<file path="config.mk">
export PLATFORM = sky130hd
export DESIGN_NAME = bandpass_noise_floor_suppressor
export DESIGN_NICKNAME = d
export VERILOG_FILES = /design/src/rtl/bnfs_pkg.sv /design/src/rtl/bandpass_noise_floor_suppressor.sv /design/src/rtl/bnfs_mul.sv
export SDC_FILE = /design/constraint.sdc
export NUM_CORES = 2
export LEC_CHECK = 0
export ABC_AREA = 0
export BUFFER_PORTS_ARGS = -buffer_cell sky130_fd_sc_hd__buf_2
export CAP_MARGIN = 20
export CORE_UTILIZATION = 55
export DETAILED_ROUTE_END_ITERATION = 8
export PLACE_DENSITY_LB_ADDON = 0.3
export RECOVER_POWER = 25
export SYNTH_ARGS = -nofsm -noshare
export SYNTH_HDL_FRONTEND = slang
export SYNTH_SLANG_ARGS = --single-unit
</file>
<file path="constraint.sdc">
create_clock -name clk -period 14.7 [get_ports clk]
set_clock_uncertainty 0.05 [all_clocks]
set_input_delay 1.47 -clock clk [delete_from_list [all_inputs] [get_ports clk]]
set_output_delay 1.47 -clock clk [all_outputs]
set_load 0.005 [all_outputs]
</file>
<file path="src/rtl/bnfs_pkg.sv">
`timescale 1ns / 1ps
// Shared constants and register codes of the band noise floor suppressor.
package bnfs_pkg;

	localparam int SAMPLE_WIDTH_DEF = 24;
	localparam int COEFF_WIDTH_DEF  = 16;

	// internal number formats
	localparam int LP_W    = 32;   // lowpass state, Q1.31
	localparam int POWER_W = 48;   // power and floor, Q2.46
	localparam int HALF_W  = 24;   // split point of the power word for the multiplier
	localparam int WIN_W   = 16;
	localparam int GAIN_BITS = 16;

	// shared multiplier: operand A carries 33-bit differences and band values
	localparam int MUL_A_W = 34;

	localparam logic [POWER_W-1:0] FLOOR_RESET = 48'd70368744;  // about 1e-6
	localparam logic [POWER_W-1:0] POWER_EPS   = 48'd70369;     // about 1e-9

	// register reset values
	localparam logic [23:0] LOW_COEFF_RESET  = 24'd1014;
	localparam logic [23:0] HIGH_COEFF_RESET = 24'd1672;
	localparam logic [23:0] PWR_DECAY_RESET  = 24'd65400;
	localparam logic [23:0] FLR_DECAY_RESET  = 24'd65529;
	localparam logic [WIN_W-1:0] WIN_LEN_RESET = 16'd4800;

	// register indexes
	localparam int CFG_IDX_W = 3;
	localparam logic [CFG_IDX_W-1:0] REG_LOW_COEFF  = 3'd0;
	localparam logic [CFG_IDX_W-1:0] REG_HIGH_COEFF = 3'd1;
	localparam logic [CFG_IDX_W-1:0] REG_PWR_DECAY  = 3'd2;
	localparam logic [CFG_IDX_W-1:0] REG_FLR_DECAY  = 3'd3;
	localparam logic [CFG_IDX_W-1:0] REG_WIN_LEN    = 3'd4;

endpackage

</file>
<file path="src/rtl/bandpass_noise_floor_suppressor.sv">
`timescale 1ns / 1ps
// Top level of the band noise floor suppressor: sequencer, state and ports.
//
// One signed sample goes in per item and one suppressed band sample comes out.
// Two one-pole lowpasses run on the input and their difference is the band
// signal; its square is smoothed into a power estimate, a noise floor follows
// the power minimum and relaxes toward the power every window_length samples,
// and the band sample is scaled by the gain (power - floor) / (power + eps).
// All products go through one shared registered multiplier and the gain comes
// from a 16-step restoring divider. An item passes the two lowpass updates,
// the band and its square, the power mix, the floor step, the floor mix when
// the floor relaxes on that sample, the divider and the output product, and
// the sequencer then returns to idle. The block
// takes no new item while one is in work, but a finished result waits in the
// output register while the next item is accepted. Configuration writes are
// always taken (cfg_ready is tied high) and must only happen while idle;
// an index past the last register is ignored.
module bandpass_noise_floor_suppressor #(
	parameter int SAMPLE_WIDTH = bnfs_pkg::SAMPLE_WIDTH_DEF,
	parameter int COEFF_WIDTH  = bnfs_pkg::COEFF_WIDTH_DEF,
	localparam int TD_W   = ((SAMPLE_WIDTH + 7) / 8) * 8,
	localparam int CFG_DW = (COEFF_WIDTH > bnfs_pkg::WIN_W) ? COEFF_WIDTH : bnfs_pkg::WIN_W
) (
	input  logic                            clk,
	input  logic                            arst_n,
	// input stream
	input  logic                            s_tvalid,
	output logic                            s_tready,
	input  logic [TD_W-1:0]                 s_tdata,    // [SW-1:0] sample_in
	// output stream
	output logic                            m_tvalid,
	input  logic                            m_tready,
	output logic [TD_W-1:0]                 m_tdata,    // [SW-1:0] sample_out
	// configuration writes
	input  logic                            cfg_valid,
	output logic                            cfg_ready,
	input  logic [bnfs_pkg::CFG_IDX_W-1:0]  cfg_index,
	input  logic [CFG_DW-1:0]               cfg_data
);

	localparam int LP_W    = bnfs_pkg::LP_W;
	localparam int POWER_W = bnfs_pkg::POWER_W;
	localparam int HALF_W  = bnfs_pkg::HALF_W;
	localparam int WIN_W   = bnfs_pkg::WIN_W;
	localparam int GAIN_BITS = bnfs_pkg::GAIN_BITS;
	localparam int BAND_W  = LP_W + 1;             // lp difference, Q2.31
	localparam int B23_W   = BAND_W - 8;           // band after the 8-bit floor shift
	localparam int A_W     = bnfs_pkg::MUL_A_W;
	localparam int B_W     = (COEFF_WIDTH + 2 > B23_W) ? COEFF_WIDTH + 2 : B23_W;
	localparam int P_W     = A_W + B_W;
	localparam int ACC_W   = POWER_W + 2;
	localparam int DEN_W   = POWER_W + 1;
	localparam int SUM_W   = LP_W + 3;
	localparam int DCNT_W  = $clog2(GAIN_BITS);
	localparam int OUT_SH  = GAIN_BITS + LP_W - SAMPLE_WIDTH;

	localparam logic signed [SUM_W-1:0] LP_MAX = (SUM_W'(1) <<< (LP_W - 1)) - SUM_W'(1);
	localparam logic signed [SUM_W-1:0] LP_MIN = ~LP_MAX;
	localparam logic signed [P_W-1:0]   Y_MAX  = (P_W'(1) <<< (SAMPLE_WIDTH - 1)) - P_W'(1);
	localparam logic signed [P_W-1:0]   Y_MIN  = ~Y_MAX;
	localparam logic [COEFF_WIDTH:0]    C_ONE  = (COEFF_WIDTH + 1)'(1) << COEFF_WIDTH;

	typedef enum logic [3:0] {
		S_IDLE, S_LP1M, S_LP1A, S_LP2M, S_LP2A, S_BAND, S_SQM, S_SQA,
		S_MIXM, S_MIXA, S_MIXE, S_FLOOR, S_DIVI, S_DIV, S_OUTM, S_OUTA
	} state_t;

	// configuration registers
	logic [COEFF_WIDTH-1:0] low_coeff_q, high_coeff_q, pwr_decay_q, flr_decay_q;
	logic [WIN_W-1:0]       win_len_q;

	// sequencer and datapath state
	state_t                    state_q;
	logic signed [LP_W-1:0]    x31_q, lp1_q, lp2_q;
	logic signed [BAND_W-1:0]  band_q;
	logic [POWER_W-1:0]        p_q, power_q, noise_q;
	logic [WIN_W-1:0]          win_cnt_q;
	logic [ACC_W-1:0]          acc_q;
	logic [1:0]                mix_idx_q;
	logic                      mix_flr_q;    // 1: floor relaxation, 0: power smoothing
	logic [DEN_W-1:0]          rem_q, den_q;
	logic [GAIN_BITS-1:0]      gain_q;
	logic [DCNT_W-1:0]         div_cnt_q;
	logic                      m_tvalid_q;
	logic [SAMPLE_WIDTH-1:0]   out_q;

	// multiplier
	logic signed [A_W-1:0]     mul_a;
	logic signed [B_W-1:0]     mul_b;
	logic                      mul_en;
	logic signed [P_W-1:0]     prod;
	logic [P_W-1:0]            prod_u;

	// combinational helpers
	logic signed [B23_W-1:0]   b23;
	logic [POWER_W-1:0]        mix_old, mix_now, mix_word;
	logic [COEFF_WIDTH:0]      mix_dec, mix_c;
	logic [HALF_W-1:0]         mix_half;
	logic [ACC_W-1:0]          mix_term, acc_sum;
	logic [POWER_W-1:0]        mix_res;
	logic signed [SUM_W-1:0]   lp_sum;
	logic signed [LP_W-1:0]    lp_sel, lp_clamped;
	logic [WIN_W-1:0]          win_next;
	logic [DEN_W:0]            rem_dbl;
	logic signed [P_W-1:0]     y_full;
	logic [SAMPLE_WIDTH-1:0]   y_sat;
	logic                      out_free;

	assign cfg_ready = 1'b1;
	assign s_tready  = (state_q == S_IDLE);
	assign m_tvalid  = m_tvalid_q;
	assign m_tdata   = TD_W'(out_q);
	assign out_free  = !m_tvalid_q || m_tready;

	always_ff @(posedge clk or negedge arst_n) begin
		if (!arst_n) begin
			low_coeff_q  <= COEFF_WIDTH'(bnfs_pkg::LOW_COEFF_RESET);
			high_coeff_q <= COEFF_WIDTH'(bnfs_pkg::HIGH_COEFF_RESET);
			pwr_decay_q  <= COEFF_WIDTH'(bnfs_pkg::PWR_DECAY_RESET);
			flr_decay_q  <= COEFF_WIDTH'(bnfs_pkg::FLR_DECAY_RESET);
			win_len_q    <= bnfs_pkg::WIN_LEN_RESET;
		end else if (cfg_valid && cfg_ready) begin
			case (cfg_index)
				bnfs_pkg::REG_LOW_COEFF:  low_coeff_q  <= cfg_data[COEFF_WIDTH-1:0];
				bnfs_pkg::REG_HIGH_COEFF: high_coeff_q <= cfg_data[COEFF_WIDTH-1:0];
				bnfs_pkg::REG_PWR_DECAY:  pwr_decay_q  <= cfg_data[COEFF_WIDTH-1:0];
				bnfs_pkg::REG_FLR_DECAY:  flr_decay_q  <= cfg_data[COEFF_WIDTH-1:0];
				bnfs_pkg::REG_WIN_LEN:    win_len_q    <= cfg_data[WIN_W-1:0];
				default: ;
			endcase
		end
	end

	// --- operand selection ---
	assign b23 = B23_W'(band_q >>> 8);

	// mix(old, now, decay) = blend(old, decay) + blend(now, 1 - decay),
	// each blend split in a high and low 24-bit half: four products
	assign mix_old  = mix_flr_q ? noise_q : power_q;
	assign mix_now  = mix_flr_q ? power_q : p_q;
	assign mix_dec  = {1'b0, (mix_flr_q ? flr_decay_q : pwr_decay_q)};
	assign mix_c    = mix_idx_q[1] ? (C_ONE - mix_dec) : mix_dec;
	assign mix_word = mix_idx_q[1] ? mix_now : mix_old;
	assign mix_half = mix_idx_q[0] ? mix_word[HALF_W-1:0] : mix_word[POWER_W-1:HALF_W];

	always_comb begin
		mul_a  = '0;
		mul_b  = '0;
		mul_en = 1'b1;
		case (state_q)
			S_LP1M: begin
				mul_a = A_W'(x31_q) - A_W'(lp1_q);
				mul_b = B_W'(low_coeff_q);
			end
			S_LP2M: begin
				mul_a = A_W'(x31_q) - A_W'(lp2_q);
				mul_b = B_W'(high_coeff_q);
			end
			S_SQM: begin
				mul_a = A_W'(b23);
				mul_b = B_W'(b23);
			end
			S_MIXM: begin
				mul_a = A_W'(mix_half);
				mul_b = B_W'(mix_c);
			end
			S_OUTM: begin
				mul_a = A_W'(band_q);
				mul_b = B_W'(gain_q);
			end
			default: mul_en = 1'b0;
		endcase
	end

	bnfs_mul #(
		.B_W (B_W)
	) u_mul (
		.clk (clk),
		.en  (mul_en),
		.a   (mul_a),
		.b   (mul_b),
		.p   (prod)
	);

	assign prod_u = prod;

	// --- result paths ---
	// lowpass update: lp + floor(d * c / 2^CW), clamped to 32 bits
	assign lp_sel = (state_q == S_LP1A) ? lp1_q : lp2_q;
	assign lp_sum = SUM_W'(lp_sel) + SUM_W'(prod >>> COEFF_WIDTH);
	always_comb begin
		if (lp_sum > LP_MAX) begin
			lp_clamped = LP_W'(LP_MAX);
		end else if (lp_sum < LP_MIN) begin
			lp_clamped = LP_W'(LP_MIN);
		end else begin
			lp_clamped = LP_W'(lp_sum);
		end
	end

	// high half products carry a weight of 2^24, low half ones are floored
	assign mix_term = mix_idx_q[0] ? ACC_W'(prod_u >> COEFF_WIDTH)
	                               : ACC_W'(prod_u << (HALF_W - COEFF_WIDTH));
	assign acc_sum  = acc_q + mix_term;
	assign mix_res  = (acc_q[ACC_W-1:POWER_W] != '0) ? '1 : acc_q[POWER_W-1:0];

	assign win_next = win_cnt_q + WIN_W'(1);
	assign rem_dbl  = {rem_q, 1'b0};

	assign y_full = prod >>> OUT_SH;
	always_comb begin
		if (y_full > Y_MAX) begin
			y_sat = SAMPLE_WIDTH'(Y_MAX);
		end else if (y_full < Y_MIN) begin
			y_sat = SAMPLE_WIDTH'(Y_MIN);
		end else begin
			y_sat = SAMPLE_WIDTH'(y_full);
		end
	end

	// --- sequencer ---
	always_ff @(posedge clk or negedge arst_n) begin
		if (!arst_n) begin
			state_q    <= S_IDLE;
			x31_q      <= '0;
			lp1_q      <= '0;
			lp2_q      <= '0;
			band_q     <= '0;
			p_q        <= '0;
			power_q    <= '0;
			noise_q    <= bnfs_pkg::FLOOR_RESET;
			win_cnt_q  <= '0;
			acc_q      <= '0;
			mix_idx_q  <= '0;
			mix_flr_q  <= 1'b0;
			rem_q      <= '0;
			den_q      <= '0;
			gain_q     <= '0;
			div_cnt_q  <= '0;
			m_tvalid_q <= 1'b0;
			out_q      <= '0;
		end else begin
			// S_OUTA handles the output register itself
			if (m_tvalid_q && m_tready && state_q != S_OUTA) begin
				m_tvalid_q <= 1'b0;
			end
			case (state_q)
				S_IDLE: begin
					if (s_tvalid) begin
						// sample scaled to Q1.31
						x31_q   <= LP_W'($signed(s_tdata[SAMPLE_WIDTH-1:0])) <<<
						           (LP_W - SAMPLE_WIDTH);
						state_q <= S_LP1M;
					end
				end
				S_LP1M: state_q <= S_LP1A;
				S_LP1A: begin
					lp1_q   <= lp_clamped;
					state_q <= S_LP2M;
				end
				S_LP2M: state_q <= S_LP2A;
				S_LP2A: begin
					lp2_q   <= lp_clamped;
					state_q <= S_BAND;
				end
				S_BAND: begin
					band_q  <= BAND_W'(lp1_q) - BAND_W'(lp2_q);
					state_q <= S_SQM;
				end
				S_SQM: state_q <= S_SQA;
				S_SQA: begin
					// only the most negative shifted band value squares past 48 bits
					p_q       <= (prod_u[P_W-1:POWER_W] != '0) ? '1 : prod_u[POWER_W-1:0];
					acc_q     <= '0;
					mix_idx_q <= '0;
					mix_flr_q <= 1'b0;
					state_q   <= S_MIXM;
				end
				S_MIXM: state_q <= S_MIXA;
				S_MIXA: begin
					acc_q     <= acc_sum;
					mix_idx_q <= mix_idx_q + 2'd1;
					state_q   <= (mix_idx_q == 2'd3) ? S_MIXE : S_MIXM;
				end
				S_MIXE: begin
					if (mix_flr_q) begin
						noise_q <= mix_res;
						state_q <= S_DIVI;
					end else begin
						power_q <= mix_res;
						state_q <= S_FLOOR;
					end
				end
				S_FLOOR: begin
					if (power_q < noise_q) begin
						noise_q <= power_q;
					end
					// also catches a window shortened below the count
					if (win_next >= win_len_q) begin
						win_cnt_q <= '0;
						acc_q     <= '0;
						mix_idx_q <= '0;
						mix_flr_q <= 1'b1;
						state_q   <= S_MIXM;
					end else begin
						win_cnt_q <= win_next;
						state_q   <= S_DIVI;
					end
				end
				S_DIVI: begin
					rem_q     <= (power_q > noise_q) ? DEN_W'(power_q - noise_q) : '0;
					den_q     <= DEN_W'(power_q) + DEN_W'(bnfs_pkg::POWER_EPS);
					gain_q    <= '0;
					div_cnt_q <= '0;
					state_q   <= S_DIV;
				end
				S_DIV: begin
					// restoring step, one gain bit per cycle
					if (rem_dbl >= {1'b0, den_q}) begin
						rem_q  <= DEN_W'(rem_dbl - {1'b0, den_q});
						gain_q <= {gain_q[GAIN_BITS-2:0], 1'b1};
					end else begin
						rem_q  <= DEN_W'(rem_dbl);
						gain_q <= {gain_q[GAIN_BITS-2:0], 1'b0};
					end
					div_cnt_q <= div_cnt_q + DCNT_W'(1);
					if (div_cnt_q == DCNT_W'(GAIN_BITS - 1)) begin
						state_q <= S_OUTM;
					end
				end
				S_OUTM: state_q <= S_OUTA;
				S_OUTA: begin
					// hold the product until the output register frees up
					if (out_free) begin
						out_q      <= y_sat;
						m_tvalid_q <= 1'b1;
						state_q    <= S_IDLE;
					end
				end
				default: state_q <= S_IDLE;
			endcase
		end
	end

	// --- checks ---
	a_div_rem_below_den: assert property (@(posedge clk) disable iff (!arst_n)
		(state_q == S_DIV) |-> (rem_q < den_q))
		else $error("divider remainder not below divisor");

	a_floor_not_above_power: assert property (@(posedge clk) disable iff (!arst_n)
		(state_q == S_FLOOR) |=> (noise_q <= power_q))
		else $error("noise floor above power after minimum tracking");

	a_window_count_range: assert property (@(posedge clk) disable iff (!arst_n)
		(state_q == S_FLOOR) |=> (win_cnt_q < win_len_q || win_cnt_q == '0))
		else $error("window count left at or past window length");

	a_accept_starts_work: assert property (@(posedge clk) disable iff (!arst_n)
		(s_tvalid && s_tready) |=> (state_q == S_LP1M && !s_tready))
		else $error("accepted item did not start the sequence");

endmodule

</file>
<file path="src/rtl/bnfs_mul.sv">
`timescale 1ns / 1ps
// Shared signed multiplier with registered product.
module bnfs_mul #(
	parameter int B_W = 26
) (
	input  logic                                       clk,
	input  logic                                       en,
	input  logic signed [bnfs_pkg::MUL_A_W-1:0]        a,
	input  logic signed [B_W-1:0]                      b,
	output logic signed [bnfs_pkg::MUL_A_W+B_W-1:0]    p
);

	always_ff @(posedge clk) begin
		if (en) begin
			p <= a * b;
		end
	end

endmodule

</file>
==> results.sh <==
export IMPL_cts_resized=0
export IMPL_fin_crit_ps=13620
export IMPL_cts_sinks=620
export IMPL_syn_area_mm2=0.0719
export IMPL_slew_violations=596
export IMPL_fin_setup_tns_ps=0
export IMPL_syn_to_final_growth_pct=5.86
export IMPL_period_share_pct=92.6
export IMPL_crit_path_start_kind="flip-flop"
export IMPL_clk_latency_ps=670
export IMPL_place_gp_congestion=1.01
export IMPL_ys_ff_latch=620
export IMPL_synth_edf_count=59
export IMPL_p_leak_nw=36.0
export IMPL_die_area_mm2=0.132
export IMPL_drtAntennaViolNets=0
export IMPL_hold_viol=0
export IMPL_dp_hpwl_mm=184
export IMPL_via_count=60200
export IMPL_p_total_mw=18.4
export IMPL_grt_pass1_wl_mm=362
export IMPL_placedCellCount=9663
export IMPL_regToRegSetupSlack_ps=1080
export IMPL_critPathKind="reg2reg"
export IMPL_ys_seq_area_share_pct=22.1
export IMPL_grt_max_degree=172
export IMPL_async_reset_ff_share_pct=90.5
export IMPL_port_buffers=73
export IMPL_synth_largest_area_cell="fa_1"
export IMPL_failed_checks="capacitance limit, slew limit"
export IMPL_status="finished, violations left"
export IMPL_rsz0062_at_grt="no"
export IMPL_grt_total_usage_pct=36.4
export IMPL_coreArea_mm2=0.130
export IMPL_synth_area_leaders="fa_1, dfrtp_1, ha_1, inv_1, nand2_1"
export IMPL_p_per_area_mw_per_mm2=242
export IMPL_worst_pin_slew_ps=5290
export IMPL_arrival_ps=14060
export IMPL_rows=132
export IMPL_rr_worst_depth=32
export IMPL_wl_per_cell_um=24.3
export IMPL_r2r_start="state_q[3]"
export IMPL_dr_first_iter_drc_count=6762
export IMPL_cts_buffers=67
export IMPL_crit_path_end_kind="flip-flop"
export IMPL_clkTransAtPathRegs_ps=60
export IMPL_drive_above_1_share_pct=8.04
export IMPL_synth_ff_type="dfrtp_1"
export IMPL_routed_wl_mm=238
export IMPL_dr_pass1_iters=8
export IMPL_worstPathMaxFanout=47
export IMPL_hold_worst_slack_ps=428
export IMPL_via_per_inst=6.15
export IMPL_antenna_found_initial=11
export IMPL_die_w_um=364
export IMPL_drc_errors=0
export IMPL_io_pins=75
export IMPL_min_path_type="reg2reg"
export IMPL_synthCells=8126
export IMPL_holdBufCountCts=0
export IMPL_fmax_mhz=73.4
export IMPL_slowest_delay_ps=1720
export IMPL_chipHeight_um=364
export IMPL_startpoint="state_q[3]"
export IMPL_ir_drop_mv=0.293
export IMPL_cts_tree="done"
export IMPL_reg2reg_to="u_mul.p[58]"
export IMPL_layout_nets=9312
export IMPL_grt_pass1_vias=59200
export IMPL_syn_area_per_cell_um2=8.85
export IMPL_htreeDepth=3
export IMPL_synth_cell_types=111
export IMPL_clock_path_buffers=3
export IMPL_clock_tree_root_cell="clkbuf_16"
export IMPL_post_cts_buffers=0
export IMPL_stdcell_count=9795
export IMPL_slowest_stage="clkbuf_1"
export IMPL_gr_total_overflow=0
export IMPL_netlist_area_leader_share_pct=23.8
export IMPL_relSlewSlack_pct=-252
export IMPL_drv_cap=11
export IMPL_setup_viol=0
export IMPL_yosys_warnings=0
export IMPL_crit_end="u_mul.p[58]"
export IMPL_critPathMostFrequentCell="fa_1"
export IMPL_initial_utilization_pct=55.5
export IMPL_worst_ep_required_time_ps=15150
## cell usage in the layout (no fill, tap or decap), types with 36 or more instances in the layout
master and instances:
ha_1 416, clkbuf_1 36, nand2b_1 94, a31oi_1 50, nand4_1 61, edfxtp_1 59
clkbuf_16 67, and3_1 53, nand3_1 96, xor2_1 150, nand2_1 962, buf_2 71
inv_1 1183, dfrtp_1 501, a21o_1 156, fa_1 854, o21ai_0 455, dfstp_2 56
a22oi_1 61, o21a_1 36, buf_4 110, xnor2_1 193, nor3_1 64, o22a_1 53
mux2i_1 145, and2_1 40, nor2_1 740, a21oi_1 439, o21bai_1 50, nor2b_1 60
mux2_2 161
## report_power, final
group	internal, mW	switching [mW]
Sequential	2.53	1.04
Clock	1.01	0.787
Combinational	4.68	8.40
Total	8.21	10.2
## through the flow
stage	instance area (µm²)	setup WS [ps]	utilization, %
global route	76200	652	58.7
detailed placement	73900	1960	57.0
finish	76200	1080	58.7
floorplan	72000	3000	-
CTS	76200	1920	58.8
global placement	73900	1960	57.0
## logic make-up (layout without fill, tap and decap cells)
kind of cell,Yosys count,after routing,synth area share [%]
buffers and inverters,1598,1513,8.62
AND/OR/NAND/NOR,2308,2308,14.0
multiplexers,330,330,5.26
flip-flops,620,620,22.1
XOR/XNOR,343,343,4.18
AO/OA/AOI/OAI,1655,1655,14.9
adder cells (fa/ha/maj),1270,1270,31.0
other,2,14,0.0104
## worst max-delay path: cells and delay by family, from the launching register on
kind	cells	cell delay (ps)
fa+ha+maj	8	3990
compound gates	8	2140
buf+inv	8	2500
flops	1	360
simple gates	8	4350
## cell type report
cell class	count	area, µm²
Antenna cell	5	12.5
Timing Repair Buffer	201	1320
Multi-Input combinational cell	5915	50000
Sequential cell	620	15900
Clock inverter	28	393
Fill cell	11400	53500
Tap cell	1742	2180
Inverter	1189	4460
Clock buffer	95	1870
## worst min-delay path by stage
stage / to / from / depth (start not counted) / slack (ps)
after floorplan: band_q[5] / band_q[5] / 2 / 400
after global placement: m_tdata[10] / m_tdata[10] / 2 / 410
after detailed placement: m_tdata[21] / m_tdata[21] / 2 / 420
after CTS: m_tdata[21] / m_tdata[21] / 2 / 430
after global routing: den_q[17] / den_q[17] / 2 / 450
final: m_tdata[10] / m_tdata[10] / 2 / 430
## synthesized netlist by cell type, types with 150 or more instances
| master | instances |
|---|---|
| fa_1 | 854 |
| clkbuf_1 | 308 |
| inv_1 | 1183 |
| mux2_2 | 161 |
| dfrtp_1 | 505 |
| a21oi_1 | 443 |
| nor2_1 | 745 |
| xnor2_1 | 193 |
| nand2_1 | 965 |
| o21ai_0 | 457 |
| ha_1 | 416 |
| a21o_1 | 156 |
| xor2_1 | 150 |
## registers in the layout, indices dropped and copies added, names as in the netlist, 4 cells and up
name,flops
u_mul.p,59
acc_q,50
den_q,49
rem_q,49
noise_q,48
p_q,48
power_q,48
band_q,33
lp1_q,32
lp2_q,32
m_tdata,24
x31_q,24
flr_decay_q,16
gain_q,16
high_coeff_q,16
low_coeff_q,16
pwr_decay_q,16
win_cnt_q,16
win_len_q,16
div_cnt_q,4
state_q,4
## metal layers
layer | track usage (%) | vias up | share of wire, %
met3 | 6.86 | 637 | 10
met4 | 17.1 | 6 | 5.7
met5 | 0 | - | 0.016
li1 | - | 26400 | -
met2 | 54.8 | 3062 | 44
met1 | 50.9 | 30100 | 40
No activity file was read; power rests on OpenSTA's default activity.
